### src/design/sotc_pkg.sv
// Package for the scaled one-shot/loop timer with compare channels.
// Holds shared constants, register indexes, op codes and structs.
// No dependencies.
`default_nettype none

package sotc_pkg;

  localparam int NUM_COMPARE = 4;
  localparam int TIME_BITS   = 32;
  localparam int DELTA_BITS  = 24;
  localparam int SCALE_BITS  = 16;
  localparam int SCALE_FRAC  = 8;
  localparam int STEP_BITS   = DELTA_BITS + SCALE_BITS - SCALE_FRAC;
  localparam int PROG_FRAC   = 16;
  localparam int PROG_BITS   = PROG_FRAC + 1;
  localparam int REQ_BITS    = 3;
  localparam int ADDR_BITS   = 5;
  localparam int DATA_BITS   = 32;
  localparam int REG_IDX_BITS = 3;

  localparam logic [TIME_BITS-1:0]  DURATION_RST = TIME_BITS'(65536);
  localparam logic [SCALE_BITS-1:0] SCALE_RST    = SCALE_BITS'(256);
  localparam logic [PROG_BITS-1:0]  PROG_ONE     = PROG_BITS'(1) << PROG_FRAC;

  // Configuration register indexes (byte address / 4)
  typedef enum logic [REG_IDX_BITS-1:0] {
    REG_DURATION       = 3'd0,
    REG_LOOP_ENABLE    = 3'd1,
    REG_TIME_SCALE     = 3'd2,
    REG_COMPARE_ENABLE = 3'd3,
    REG_COMPARE_TIME_0 = 3'd4,
    REG_COMPARE_TIME_1 = 3'd5,
    REG_COMPARE_TIME_2 = 3'd6,
    REG_COMPARE_TIME_3 = 3'd7
  } reg_idx_t;

  // Request codes as they arrive on the input
  typedef enum logic [REQ_BITS-1:0] {
    REQ_TICK   = 3'd0,
    REQ_START  = 3'd1,
    REQ_STOP   = 3'd2,
    REQ_RESET  = 3'd3,
    REQ_RESUME = 3'd4
  } req_t;

  // Classified operation handed to the back end
  typedef enum logic [2:0] {
    OP_TICK   = 3'd0,
    OP_START  = 3'd1,
    OP_STOP   = 3'd2,
    OP_RESET  = 3'd3,
    OP_RESUME = 3'd4,
    OP_NOP    = 3'd5
  } op_t;

  typedef struct packed {
    op_t                   op;
    logic [DELTA_BITS-1:0] delta;
  } cmd_t;

  typedef struct packed {
    logic [TIME_BITS-1:0]                   duration;
    logic                                   loop_enable;
    logic [SCALE_BITS-1:0]                  time_scale;
    logic [NUM_COMPARE-1:0]                 compare_enable;
    logic [NUM_COMPARE-1:0][TIME_BITS-1:0]  compare_time;
  } cfg_t;

  typedef struct packed {
    logic                   active;
    logic                   finished;
    logic                   looped;
    logic [NUM_COMPARE-1:0] fired_mask;
    logic [TIME_BITS-1:0]   elapsed;
    logic [TIME_BITS-1:0]   remaining;
    logic [PROG_BITS-1:0]   progress;
  } res_t;

endpackage

`default_nettype wire

### src/design/sotc_regs.sv
// Configuration register file with APB-style access.
// Depends on sotc_pkg.
`default_nettype none

module sotc_regs
  import sotc_pkg::*;
(
  input  wire logic                  clk,
  input  wire logic                  rst_n,
  input  wire logic                  cfg_psel,
  input  wire logic                  cfg_penable,
  input  wire logic                  cfg_pwrite,
  input  wire logic [ADDR_BITS-1:0]  cfg_paddr,
  input  wire logic [DATA_BITS-1:0]  cfg_pwdata,
  output logic      [DATA_BITS-1:0]  cfg_prdata,
  output logic                       cfg_pready,
  output cfg_t                       cfg
);

  cfg_t     cfg_r;
  reg_idx_t idx;
  logic     wr_en;

  assign idx        = reg_idx_t'(cfg_paddr[ADDR_BITS-1:2]);
  assign wr_en      = cfg_psel & cfg_penable & cfg_pwrite;
  assign cfg_pready = 1'b1;
  assign cfg        = cfg_r;

  always_ff @(posedge clk) begin
    if (!rst_n) begin
      cfg_r.duration       <= DURATION_RST;
      cfg_r.loop_enable    <= 1'b0;
      cfg_r.time_scale     <= SCALE_RST;
      cfg_r.compare_enable <= '0;
      cfg_r.compare_time   <= '0;
    end else if (wr_en) begin
      unique case (idx)
        REG_DURATION:       cfg_r.duration       <= cfg_pwdata[TIME_BITS-1:0];
        REG_LOOP_ENABLE:    cfg_r.loop_enable    <= cfg_pwdata[0];
        REG_TIME_SCALE:     cfg_r.time_scale     <= cfg_pwdata[SCALE_BITS-1:0];
        REG_COMPARE_ENABLE: cfg_r.compare_enable <= cfg_pwdata[NUM_COMPARE-1:0];
        REG_COMPARE_TIME_0: cfg_r.compare_time[0] <= cfg_pwdata[TIME_BITS-1:0];
        REG_COMPARE_TIME_1: cfg_r.compare_time[1] <= cfg_pwdata[TIME_BITS-1:0];
        REG_COMPARE_TIME_2: cfg_r.compare_time[2] <= cfg_pwdata[TIME_BITS-1:0];
        REG_COMPARE_TIME_3: cfg_r.compare_time[3] <= cfg_pwdata[TIME_BITS-1:0];
        default: ;
      endcase
    end
  end

  always_comb begin
    cfg_prdata = '0;
    unique case (idx)
      REG_DURATION:       cfg_prdata = DATA_BITS'(cfg_r.duration);
      REG_LOOP_ENABLE:    cfg_prdata = DATA_BITS'(cfg_r.loop_enable);
      REG_TIME_SCALE:     cfg_prdata = DATA_BITS'(cfg_r.time_scale);
      REG_COMPARE_ENABLE: cfg_prdata = DATA_BITS'(cfg_r.compare_enable);
      REG_COMPARE_TIME_0: cfg_prdata = DATA_BITS'(cfg_r.compare_time[0]);
      REG_COMPARE_TIME_1: cfg_prdata = DATA_BITS'(cfg_r.compare_time[1]);
      REG_COMPARE_TIME_2: cfg_prdata = DATA_BITS'(cfg_r.compare_time[2]);
      REG_COMPARE_TIME_3: cfg_prdata = DATA_BITS'(cfg_r.compare_time[3]);
      default:            cfg_prdata = '0;
    endcase
  end

endmodule

`default_nettype wire

### src/design/sotc_front.sv
// Front end: accepts items, classifies the request code, and buffers
// commands in a two-entry queue for the back end. Depends on sotc_pkg.
`default_nettype none

module sotc_front
  import sotc_pkg::*;
(
  input  wire logic                   clk,
  input  wire logic                   rst_n,
  input  wire logic                   in_push,
  output logic                        in_full,
  input  wire logic [REQ_BITS-1:0]    in_req_type,
  input  wire logic [DELTA_BITS-1:0]  in_delta_time,
  output logic                        q_valid,
  output cmd_t                        q_cmd,
  input  wire logic                   q_pop
);

  cmd_t       mem_r [2];
  logic       wr_ptr_r, wr_ptr_nxt;
  logic       rd_ptr_r, rd_ptr_nxt;
  logic [1:0] cnt_r, cnt_nxt;
  logic       push_ok, pop_ok;
  cmd_t       cmd_in;

  always_comb begin
    cmd_in.delta = in_delta_time;
    unique case (in_req_type)
      REQ_TICK:   cmd_in.op = OP_TICK;
      REQ_START:  cmd_in.op = OP_START;
      REQ_STOP:   cmd_in.op = OP_STOP;
      REQ_RESET:  cmd_in.op = OP_RESET;
      REQ_RESUME: cmd_in.op = OP_RESUME;
      default:    cmd_in.op = OP_NOP;
    endcase
  end

  assign in_full = cnt_r[1];
  assign q_valid = (cnt_r != 2'd0);
  assign q_cmd   = mem_r[rd_ptr_r];
  assign push_ok = in_push & ~in_full;
  assign pop_ok  = q_pop & q_valid;

  always_comb begin
    wr_ptr_nxt = wr_ptr_r ^ push_ok;
    rd_ptr_nxt = rd_ptr_r ^ pop_ok;
    cnt_nxt    = cnt_r + {1'b0, push_ok} - {1'b0, pop_ok};
  end

  always_ff @(posedge clk) begin
    if (!rst_n) begin
      wr_ptr_r <= 1'b0;
      rd_ptr_r <= 1'b0;
      cnt_r    <= 2'd0;
    end else begin
      wr_ptr_r <= wr_ptr_nxt;
      rd_ptr_r <= rd_ptr_nxt;
      cnt_r    <= cnt_nxt;
    end
  end

  always_ff @(posedge clk) begin
    if (push_ok) begin
      mem_r[wr_ptr_r] <= cmd_in;
    end
  end

endmodule

`default_nettype wire

### src/design/sotc_exec.sv
// Back end: timer state, scaled tick step, compare channels, serial
// progress divider and the result register. Depends on sotc_pkg.
`default_nettype none

module sotc_exec
  import sotc_pkg::*;
(
  input  wire logic  clk,
  input  wire logic  rst_n,
  input  wire cfg_t  cfg,
  input  wire logic  q_valid,
  input  wire cmd_t  q_cmd,
  output logic       q_pop,
  output logic       out_valid,
  output res_t       out_res,
  input  wire logic  out_take
);

  localparam int CNT_BITS = $clog2(PROG_FRAC);
  localparam logic [CNT_BITS-1:0] CNT_LAST = CNT_BITS'(PROG_FRAC - 1);

  typedef enum logic [6:0] {
    ST_IDLE = 7'b0000001,
    ST_MUL  = 7'b0000010,
    ST_ADD  = 7'b0000100,
    ST_CMP  = 7'b0001000,
    ST_PREP = 7'b0010000,
    ST_DIV  = 7'b0100000,
    ST_OUT  = 7'b1000000
  } state_t;

  state_t                  st_r, st_nxt;
  cmd_t                    cmd_r;
  logic [STEP_BITS-1:0]    step_r;
  logic [TIME_BITS-1:0]    sum_r;
  logic [TIME_BITS-1:0]    elapsed_r, elapsed_nxt;
  logic                    run_r, run_nxt;
  logic                    done_r, done_nxt;
  logic                    wrap_r, wrap_nxt;
  logic [NUM_COMPARE-1:0]  cf_r, cf_nxt;
  logic [NUM_COMPARE-1:0]  fired_r, fired_nxt;
  logic [TIME_BITS-1:0]    rem_r;
  logic [TIME_BITS-1:0]    div_r;
  logic [PROG_FRAC-1:0]    quo_r;
  logic [CNT_BITS-1:0]     cnt_r;
  logic [PROG_BITS-1:0]    prog_r;
  logic                    out_valid_r;
  res_t                    out_res_r;

  logic [DELTA_BITS+SCALE_BITS-1:0] prod;
  logic [TIME_BITS:0]               sum_wide;
  logic [TIME_BITS:0]               div_shift;
  logic                             div_ge;
  logic                             out_free;

  assign prod      = cfg.time_scale * cmd_r.delta;
  assign sum_wide  = {1'b0, elapsed_r} + (TIME_BITS+1)'(step_r);
  assign div_shift = {div_r, 1'b0};
  assign div_ge    = (div_shift >= {1'b0, cfg.duration});
  assign out_free  = ~out_valid_r | out_take;
  assign q_pop     = (st_r == ST_IDLE) & q_valid;

  // State update for the current command
  always_comb begin
    elapsed_nxt = elapsed_r;
    run_nxt     = run_r;
    done_nxt    = done_r;
    wrap_nxt    = wrap_r;
    cf_nxt      = cf_r;
    fired_nxt   = '0;
    unique case (cmd_r.op)
      OP_TICK: begin
        if (run_r) begin
          wrap_nxt    = 1'b0;
          elapsed_nxt = sum_r;
          for (int i = 0; i < NUM_COMPARE; i++) begin
            fired_nxt[i] = cfg.compare_enable[i] & ~cf_r[i] &
                           (sum_r >= cfg.compare_time[i]);
          end
          cf_nxt = cf_r | fired_nxt;
          if (sum_r >= cfg.duration) begin
            if (cfg.loop_enable) begin
              elapsed_nxt = '0;
              done_nxt    = 1'b0;
              wrap_nxt    = 1'b1;
              cf_nxt      = '0;
            end else begin
              done_nxt = 1'b1;
              run_nxt  = 1'b0;
            end
          end
        end
      end
      OP_START: begin
        elapsed_nxt = '0;
        run_nxt     = 1'b1;
        done_nxt    = 1'b0;
        wrap_nxt    = 1'b0;
        cf_nxt      = '0;
      end
      OP_STOP: begin
        run_nxt = 1'b0;
      end
      OP_RESET: begin
        elapsed_nxt = '0;
        run_nxt     = 1'b0;
        done_nxt    = 1'b0;
        wrap_nxt    = 1'b0;
        cf_nxt      = '0;
      end
      OP_RESUME: begin
        if (elapsed_r < cfg.duration) begin
          run_nxt  = 1'b1;
          done_nxt = 1'b0;
        end
      end
      default: ;
    endcase
  end

  always_comb begin
    st_nxt = st_r;
    unique case (st_r)
      ST_IDLE: if (q_valid) st_nxt = ST_MUL;
      ST_MUL:  st_nxt = ST_ADD;
      ST_ADD:  st_nxt = ST_CMP;
      ST_CMP:  st_nxt = ST_PREP;
      ST_PREP: begin
        if ((cfg.duration == '0) || (elapsed_r >= cfg.duration)) begin
          st_nxt = ST_OUT;
        end else begin
          st_nxt = ST_DIV;
        end
      end
      ST_DIV:  if (cnt_r == CNT_LAST) st_nxt = ST_OUT;
      ST_OUT:  if (out_free) st_nxt = ST_IDLE;
      default: st_nxt = ST_IDLE;
    endcase
  end

  always_ff @(posedge clk) begin
    if (!rst_n) begin
      st_r        <= ST_IDLE;
      elapsed_r   <= '0;
      run_r       <= 1'b0;
      done_r      <= 1'b0;
      wrap_r      <= 1'b0;
      cf_r        <= '0;
      out_valid_r <= 1'b0;
    end else begin
      st_r <= st_nxt;
      if (st_r == ST_CMP) begin
        elapsed_r <= elapsed_nxt;
        run_r     <= run_nxt;
        done_r    <= done_nxt;
        wrap_r    <= wrap_nxt;
        cf_r      <= cf_nxt;
      end
      if ((st_r == ST_OUT) && out_free) begin
        out_valid_r <= 1'b1;
      end else if (out_take) begin
        out_valid_r <= 1'b0;
      end
    end
  end

  // Datapath registers
  always_ff @(posedge clk) begin
    unique case (st_r)
      ST_IDLE: cmd_r <= q_cmd;
      ST_MUL:  step_r <= prod[DELTA_BITS+SCALE_BITS-1:SCALE_FRAC];
      ST_ADD: begin
        // saturate at the top of the time range
        sum_r <= sum_wide[TIME_BITS] ? '1 : sum_wide[TIME_BITS-1:0];
      end
      ST_CMP:  fired_r <= fired_nxt;
      ST_PREP: begin
        rem_r  <= (cfg.duration > elapsed_r) ? (cfg.duration - elapsed_r) : '0;
        prog_r <= PROG_ONE;
        div_r  <= elapsed_r;
        quo_r  <= '0;
        cnt_r  <= '0;
      end
      ST_DIV: begin
        // one quotient bit per cycle, restoring
        if (div_ge) begin
          div_r <= TIME_BITS'(div_shift - {1'b0, cfg.duration});
        end else begin
          div_r <= div_shift[TIME_BITS-1:0];
        end
        quo_r  <= {quo_r[PROG_FRAC-2:0], div_ge};
        prog_r <= {1'b0, quo_r[PROG_FRAC-2:0], div_ge};
        cnt_r  <= cnt_r + CNT_BITS'(1);
      end
      ST_OUT: begin
        if (out_free) begin
          out_res_r.active     <= run_r;
          out_res_r.finished   <= done_r;
          out_res_r.looped     <= wrap_r;
          out_res_r.fired_mask <= fired_r;
          out_res_r.elapsed    <= elapsed_r;
          out_res_r.remaining  <= rem_r;
          out_res_r.progress   <= prog_r;
        end
      end
      default: ;
    endcase
  end

  assign out_valid = out_valid_r;
  assign out_res   = out_res_r;

endmodule

`default_nettype wire

### src/design/scaled_oneshot_loop_timer_compare.sv
// Top level of the scaled one-shot/loop timer with compare channels.
// Instantiates sotc_regs, sotc_front and sotc_exec; uses sotc_pkg.
//
// Items (ticks and commands) enter through a two-entry queue and are
// executed one at a time; each item yields exactly one result, held in an
// output register until popped. An item leaves the queue and passes through
// the multiply, add, compare and prep states, then the bit-serial divider
// computing progress = elapsed/duration in Q1.16, then the output state.
// The division is skipped when elapsed time has reached the duration or
// the duration is zero. Write configuration only while no item is in
// flight.
`default_nettype none

module scaled_oneshot_loop_timer_compare
  import sotc_pkg::*;
(
  input  wire logic                   clk,
  input  wire logic                   rst_n,
  input  wire logic                   in_push,
  output logic                        in_full,
  input  wire logic [REQ_BITS-1:0]    in_req_type,
  input  wire logic [DELTA_BITS-1:0]  in_delta_time,
  output logic                        out_empty,
  input  wire logic                   out_pop,
  output logic                        out_active,
  output logic                        out_finished,
  output logic                        out_looped,
  output logic [NUM_COMPARE-1:0]      out_fired_mask,
  output logic [TIME_BITS-1:0]        out_elapsed,
  output logic [TIME_BITS-1:0]        out_remaining,
  output logic [PROG_BITS-1:0]        out_progress,
  input  wire logic                   cfg_psel,
  input  wire logic                   cfg_penable,
  input  wire logic                   cfg_pwrite,
  input  wire logic [ADDR_BITS-1:0]   cfg_paddr,
  input  wire logic [DATA_BITS-1:0]   cfg_pwdata,
  output logic      [DATA_BITS-1:0]   cfg_prdata,
  output logic                        cfg_pready
);

  cfg_t cfg;
  cmd_t q_cmd;
  logic q_valid;
  logic q_pop;
  logic out_valid;
  res_t out_res;

  sotc_regs u_regs (
    .clk         (clk),
    .rst_n       (rst_n),
    .cfg_psel    (cfg_psel),
    .cfg_penable (cfg_penable),
    .cfg_pwrite  (cfg_pwrite),
    .cfg_paddr   (cfg_paddr),
    .cfg_pwdata  (cfg_pwdata),
    .cfg_prdata  (cfg_prdata),
    .cfg_pready  (cfg_pready),
    .cfg         (cfg)
  );

  sotc_front u_front (
    .clk           (clk),
    .rst_n         (rst_n),
    .in_push       (in_push),
    .in_full       (in_full),
    .in_req_type   (in_req_type),
    .in_delta_time (in_delta_time),
    .q_valid       (q_valid),
    .q_cmd         (q_cmd),
    .q_pop         (q_pop)
  );

  sotc_exec u_exec (
    .clk       (clk),
    .rst_n     (rst_n),
    .cfg       (cfg),
    .q_valid   (q_valid),
    .q_cmd     (q_cmd),
    .q_pop     (q_pop),
    .out_valid (out_valid),
    .out_res   (out_res),
    .out_take  (out_pop & out_valid)
  );

  assign out_empty      = ~out_valid;
  assign out_active     = out_res.active;
  assign out_finished   = out_res.finished;
  assign out_looped     = out_res.looped;
  assign out_fired_mask = out_res.fired_mask;
  assign out_elapsed    = out_res.elapsed;
  assign out_remaining  = out_res.remaining;
  assign out_progress   = out_res.progress;

endmodule

`default_nettype wire
### config.mk
export PLATFORM = sky130hd
export DESIGN_NAME = scaled_oneshot_loop_timer_compare
export DESIGN_NICKNAME = d
export VERILOG_FILES = /design/src/design/sotc_pkg.sv /design/src/design/sotc_regs.sv /design/src/design/sotc_front.sv /design/src/design/sotc_exec.sv /design/src/design/scaled_oneshot_loop_timer_compare.sv
export SDC_FILE = /design/constraint.sdc
export NUM_CORES = 2
export LEC_CHECK = 0
export ABC_AREA = 1
export ABC_CLOCK_PERIOD_IN_PS = 6910
export BUFFER_PORTS_ARGS = -buffer_cell sky130_fd_sc_hd__buf_2
export CAP_MARGIN = 20
export CORE_MARGIN = 2
export CORE_UTILIZATION = 61
export DETAILED_ROUTE_END_ITERATION = 7
export GPL_ROUTABILITY_DRIVEN = 1
export PLACE_DENSITY_LB_ADDON = 0.15
export SYNTH_ARGS = -nofsm -noshare
export SYNTH_HDL_FRONTEND = slang
export SYNTH_SLANG_ARGS = --single-unit
export TNS_END_PERCENT = 1
### constraint.sdc
create_clock -name clk -period 6.91 [get_ports clk]
set_clock_uncertainty 0.05 [all_clocks]
set_input_delay 0.3455 -clock clk [delete_from_list [all_inputs] [get_ports clk]]
set_output_delay 0.3455 -clock clk [all_outputs]
set_load 0.02 [all_outputs]
Yosys cells after proc, flatten, opt, wreduce, memory -nomap -nowiden
Memories as Yosys holds them, arrays and structs flattened. A register that Yosys moved wholly into a read port is not among the register bits.
Index checks and enable logic that the tools add are counted.
{"block": "word_totals", "regBits": 488, "mem_bits_rw": 54, "output_inout_bits": 123, "word_cells": 168, "mem_count": 1}
{"name": "u_front.mem_r", "words": 2, "word_bits": 27, "rd": 1, "rd_clocked_by_memory_dff": 1, "write_ports": 1, "line_no": "sotc_front.sv:19", "text": "cmd_t mem_r [2];"}
{"block": "op_classes", "add_sub_neg": 6, "multipliers": 1, "magnitude_cmp": 9, "eq_ne": 29, "mux": 37, "bitwise": 24, "reduce_logical": 28}
{"operator": "32-bit one-hot mux with 8 select lines", "n": 1}
{"operator": "32-bit greater-or-equal comparator", "n": 6}
{"operator": "32-bit 2-to-1 mux", "n": 4}
{"operator": "32-bit one-hot mux with 2 select lines", "n": 2}
{"operator": "32-bit subtractor", "n": 2}
{"operator": "7-bit one-hot mux with 7 select lines", "n": 1}
{"operator": "16-bit by 24-bit multiplier with 40-bit output", "n": 1}
{"operator": "17-bit one-hot mux with 2 select lines", "n": 1}
{"operator": "32-bit by 32-bit adder with 33-bit output", "n": 1}
{"operator": "33-bit by 32-bit greater-or-equal comparator with 1-bit output", "n": 1}
{"operator": "32-bit > comparator", "n": 1}
{"operator": "32-bit zero test", "n": 1}
{"operator": "32-bit < comparator", "n": 1}
{"operator": "15-bit one-hot mux with 2 select lines", "n": 1}
{"operator": "7-bit 2-to-1 mux", "n": 4}
{"operator": "2-bit AND reduction", "n": 10}
{"operator": "3-bit by 2-bit == test with 1-bit output, second input constant", "n": 6}
{"operator": "3-bit == test, second input constant", "n": 6}
{"operator": "4-bit one-hot mux with 2 select lines", "n": 2}
{"operator": "3-bit one-hot mux with 5 select lines", "n": 1}
{"operator": "1-bit AND", "n": 14}
{"operator": "1-bit 2-to-1 mux", "n": 14}
{"operator": "4-bit 2-to-1 mux", "n": 3}
{"operator": "2-bit by 1-bit != test with 1-bit output, second input constant", "n": 6}
{"operator": "other kinds (28)", "n": 44}

Longest topological paths before layout
{"block": "depth", "word_depth": 8, "depth_mapped": 27}

By module
Synthesis repeated with hierarchy kept, for this count alone.
{"block": "unflattened", "cells_unflattened": 5639, "hier_area_um2": 44985.6}
{"module": "sotc_exec", "instances": 1, "cells_per_inst": 4351, "area_per_inst_um2": 34728.3}
{"module": "sotc_regs", "instances": 1, "cells_per_inst": 1161, "area_per_inst_um2": 7920.1}
{"module": "sotc_front", "instances": 1, "cells_per_inst": 124, "area_per_inst_um2": 2326.0}
{"module": "scaled_oneshot_loop_timer_compare", "instances": 1, "cells_per_inst": 3, "area_per_inst_um2": 11.3}

Worst setup path after synthesis
Ideal clock, no wire load.
{"block": "synth_timing", "path_type": "register to register", "start": "reg u_exec.cmd_r[16] (netlist name)", "end": "reg u_exec.step_r[15] (data pin)", "setup_ns": 0.264, "t_arrival_ns": 5.476, "required_ns": 6.596, "setup_slack_ns": 1.120, "path_stages_with_launch": 24, "n_path_buf": 2, "period_less_slack_ns": 5.790, "path_cell_list": "edfxtp_1 -> clkbuf_1 -> clkbuf_1 -> nand2_1 -> fa_1 -> inv_1 -> fa_1 -> inv_1 -> fa_1 -> inv_1 -> fa_1 -> fa_1 -> inv_1 -> fa_1 -> inv_1 -> ha_1 -> nand2_1 -> nor2_1 -> inv_1 -> nor2_1 -> inv_1 -> o21ai_0 -> a31oi_1 -> xor2_1"}
{"block": "synth_via", "elab_chain_len": 1}
{"item": "16-bit by 24-bit multiplier with 40-bit output", "line_no": "sotc_exec.sv:56", "text": "assign prod = cfg.time_scale * cmd_r.delta;"}
{"item": "net u_exec.prod[23]", "line_no": "sotc_exec.sv:50", "text": "logic [DELTA_BITS+SCALE_BITS-1:0] prod;"}
{"item": "to (signal assigned)", "line_no": "sotc_exec.sv:171", "text": "ST_MUL: step_r <= prod[DELTA_BITS+SCALE_BITS-1:SCALE_FRAC];"}
{"item": "to (decl)", "line_no": "sotc_exec.sv:34", "text": "logic [STEP_BITS-1:0] step_r;"}
The timed path passes the listed nets, and every way through them passes these cells.
A chain may end at the register's enable or synchronous reset.

Worst setup path after layout
{"block": "layout_timing", "start": "reg u_regs.cfg_r (netlist bit u_regs.cfg[141])", "end": "reg u_exec.step_r[28] (data pin)"}
{"block": "layout_via", "elab_chain_len": 1}
{"item": "from (decl)", "line_no": "sotc_regs.sv:20", "text": "cfg_t cfg_r;"}
{"item": "16-bit by 24-bit multiplier with 40-bit output", "line_no": "sotc_exec.sv:56"}
{"item": "net u_exec.prod[36]", "line_no": "sotc_exec.sv:50"}
The timed path passes the listed nets, and every way through them passes these cells.

==> impl_metrics.tcl <==
set metrics [dict create \
    status "completed" \
    yosysMostFrequentCell "nand2_1" \
    synth_nets 6092 \
    yosys.area.top_type_share_pct 22.25 \
    fin_tns_setup_ps 0 \
    crit_arrival_ps 6700 \
    synth_cells 5343 \
    drv_cap 0 \
    port_buffers 190 \
    fin_ws_ps 503.3 \
    yosysUniqueCellTypes 54 \
    relSlewSlack_pct 32.48 \
    ctsLongestPathBuffers 3 \
    cp-start-kind "flip-flop" \
    rows 97 \
    die_h_um 270.9 \
    grt_pass1_vias 36140 \
    nNetsFinal 6247 \
    antenna_found_initial 2 \
    die_w_um 270.9 \
    worst-setup-path-type "reg2reg" \
    cts_buffers 60 \
    crit_required_ps 7200 \
    powerDensity_mw_per_mm2 214.1 \
    htree_levels 2 \
    cts_num_sinks 554 \
    dp_hpwl_um 101800 \
    antenna_left 0 \
    routed_via_density 5.692 \
    dp_worst_setup_slack_ps 186.5 \
    clkSlewWorstSetupHoldPaths_ps 60 \
    num_vias 36940 \
    boundaryPins 194 \
    syn_area_mm2 0.04346 \
    synth_largest_area_cell "edfxtp_1" \
    wl_per_cell_um 20.21 \
    grt_pass1_wl_um 203800 \
    rsz0062_at_grt "false" \
    avgSynthCellArea_um2 8.134 \
    placed_cell_area_mm2 0.04515 \
    synth_edf_count 322 \
    gp_congestion 0.9699 \
    grt_usage_pct 35.82 \
    worst_pin_slew_ps 1011 \
    wirelength_um 131200 \
    fin_area_mm2 0.04779 \
    initial_utilization_pct 61.84 \
    min_path_type "in2reg" \
    fin_crit_ps 6407 \
    cts_root_buf "clkbuf_16" \
    n_antenna_cell 0 \
    yosysSeqAreaShare_pct 32.94 \
    hold_viol 0 \
    first_iter_violations 3212 \
    post-route-drc-count 0 \
    grt_max_degree 88 \
    area_growth_pct 9.976 \
    clock_latency_ps 660 \
    setup_viol 0 \
    cp_max_fo 11 \
    synthTopCellsByCount "nand2_1, inv_1, a21oi_1" \
    die_area_mm2 0.07339 \
    utilization_pct 68.01 \
    synth_warnings 0 \
    core-area_mm2 0.07027 \
    power_mw 10.23 \
    ys_ff_latch 554 \
    cts_tree "done" \
    peakVddDrop_mv 0.3456 \
    fmax_mhz 156.1 \
    grt_overflow 0 \
    fin_crit_sh_pct 92.72 \
    power.leakage_nw 22.35 \
    end_kind "flip-flop" \
    async_flop_share_pct 0 \
    synth.area.top_cells "edfxtp_1, fa_1, dfxtp_1" \
    synth_ff_type "edfxtp_1" \
    drive_gt1_share_pct 7.874 \
    slew_violations 0 \
    first_pass_iters 6 \
]
cell usage in the layout, fill, tap and decap left out, drive strengths merged, types with 18 or more instances in the layout:
| master | count |
|---|---|
| edfxtp | 322 |
| o21ai | 300 |
| nand4 | 46 |
| ha | 370 |
| xor2 | 47 |
| a21oi | 450 |
| a221oi | 32 |
| o211ai | 27 |
| o22ai | 32 |
| nand3b | 44 |
| a31oi | 20 |
| nor4 | 18 |
| inv | 988 |
| dlygate4sd3 | 42 |
| clkinv | 26 |
| xnor2 | 26 |
| dfxtp | 232 |
| nand3 | 168 |
| nand2 | 1233 |
| nor3 | 43 |
| buf | 260 |
| nor2 | 337 |
| fa | 308 |
| clkbuf | 76 |
| a21o | 23 |
| o21bai | 25 |
routing by layer:
metal  vias up  routed length (µm)  global-route usage, %
met3       414                8221                  4.615
met1     17490               51190                  43.94
li1      17500                   -                      -
met5         -                  47                      0
met2      1537               63690                  61.50
met4         4                8001                  19.18
cells by family after synthesis:
kind of cell / after synthesis / share of synthesized area (%)
AO/OA/AOI/OAI: 932 / 11.82
XOR/XNOR: 73 / 1.471
adder cells (fa/ha/maj): 678 / 24.84
buffers and inverters: 1197 / 10.59
flip-flops: 554 / 32.94
other: 1 / 0.008629
AND/OR/NAND/NOR: 1908 / 18.33
final timing paths:
path               startpoint                 end  slack (ps)  cells after the start
min            cfg_pwdata[23]      u_regs.cfg[23]          20                      3
min reg2reg  u_exec.quo_r[11]  u_exec.out_res[11]         340                      0
max reg2reg   u_regs.cfg[141]   u_exec.step_r[28]         500                     19
max           u_regs.cfg[141]   u_exec.step_r[28]         500                     19
metrics by stage:
stage	hold slack (ps)	instances
6_report	24.64	6490
5_1_grt	13.04	6490
4_1_cts	0.2082	6475
3_5_place_dp	354.5	6319
3_3_place_gp	352.3	6319
2_1_floorplan	350.3	5343
report_power, final:
group / total, mW / internal, mW / switching [mW]
Clock: 3.34 / 1.92 / 1.41
Combinational: 2.70 / 0.915 / 1.79
Sequential: 4.20 / 3.78 / 0.413
cell type report:
| type | instances | area (µm²) |
|---|---|---|
| fill | 5948 | 22480 |
| clock inverter | 38 | 409.1 |
| clock buffer | 76 | 1648 |
| multi-input combinational | 3592 | 24590 |
| tap | 940 | 1176 |
| timing repair buffer | 302 | 1944 |
| sequential | 554 | 14320 |
| inverter | 988 | 3709 |
critical path, stage by stage, from the launching register on:
cell and delay (ps):
dfxtp_1 740, buf_4 320, nand2_1 110, fa_1 540, inv_1 50, fa_1 520
fa_1 440, fa_1 530, fa_1 540, inv_1 50, fa_1 520, inv_1 50
ha_1 390, nand2_1 130, nor2_1 230, inv_1 120, nor4_2 320, nand4_1 220
nand3_1 170, xor2_1 70
flip-flops by register name (all words and copies together), names as in the netlist, 7 cells and up:
register          flops
u_exec.st_r           7
u_exec.elapsed_r     32
u_front.mem_r        54
u_exec.quo_r         14
u_exec.step_r        32
u_exec.out_res       88
u_exec.sum_r         32
u_regs.cfg          181
u_exec.cmd_r         27
u_exec.rem_r         32
u_exec.div_r         32
repair_timing:
item / in CTS / in global routing
endpoints found under the setup margin: 0 / 1
resized for setup: 0 / 5
hold endpoints to repair: 93 / 0
hold buffers: 42 / 0
setup buffers: 0 / 12
No activity file was read; power rests on OpenSTA's default activity.
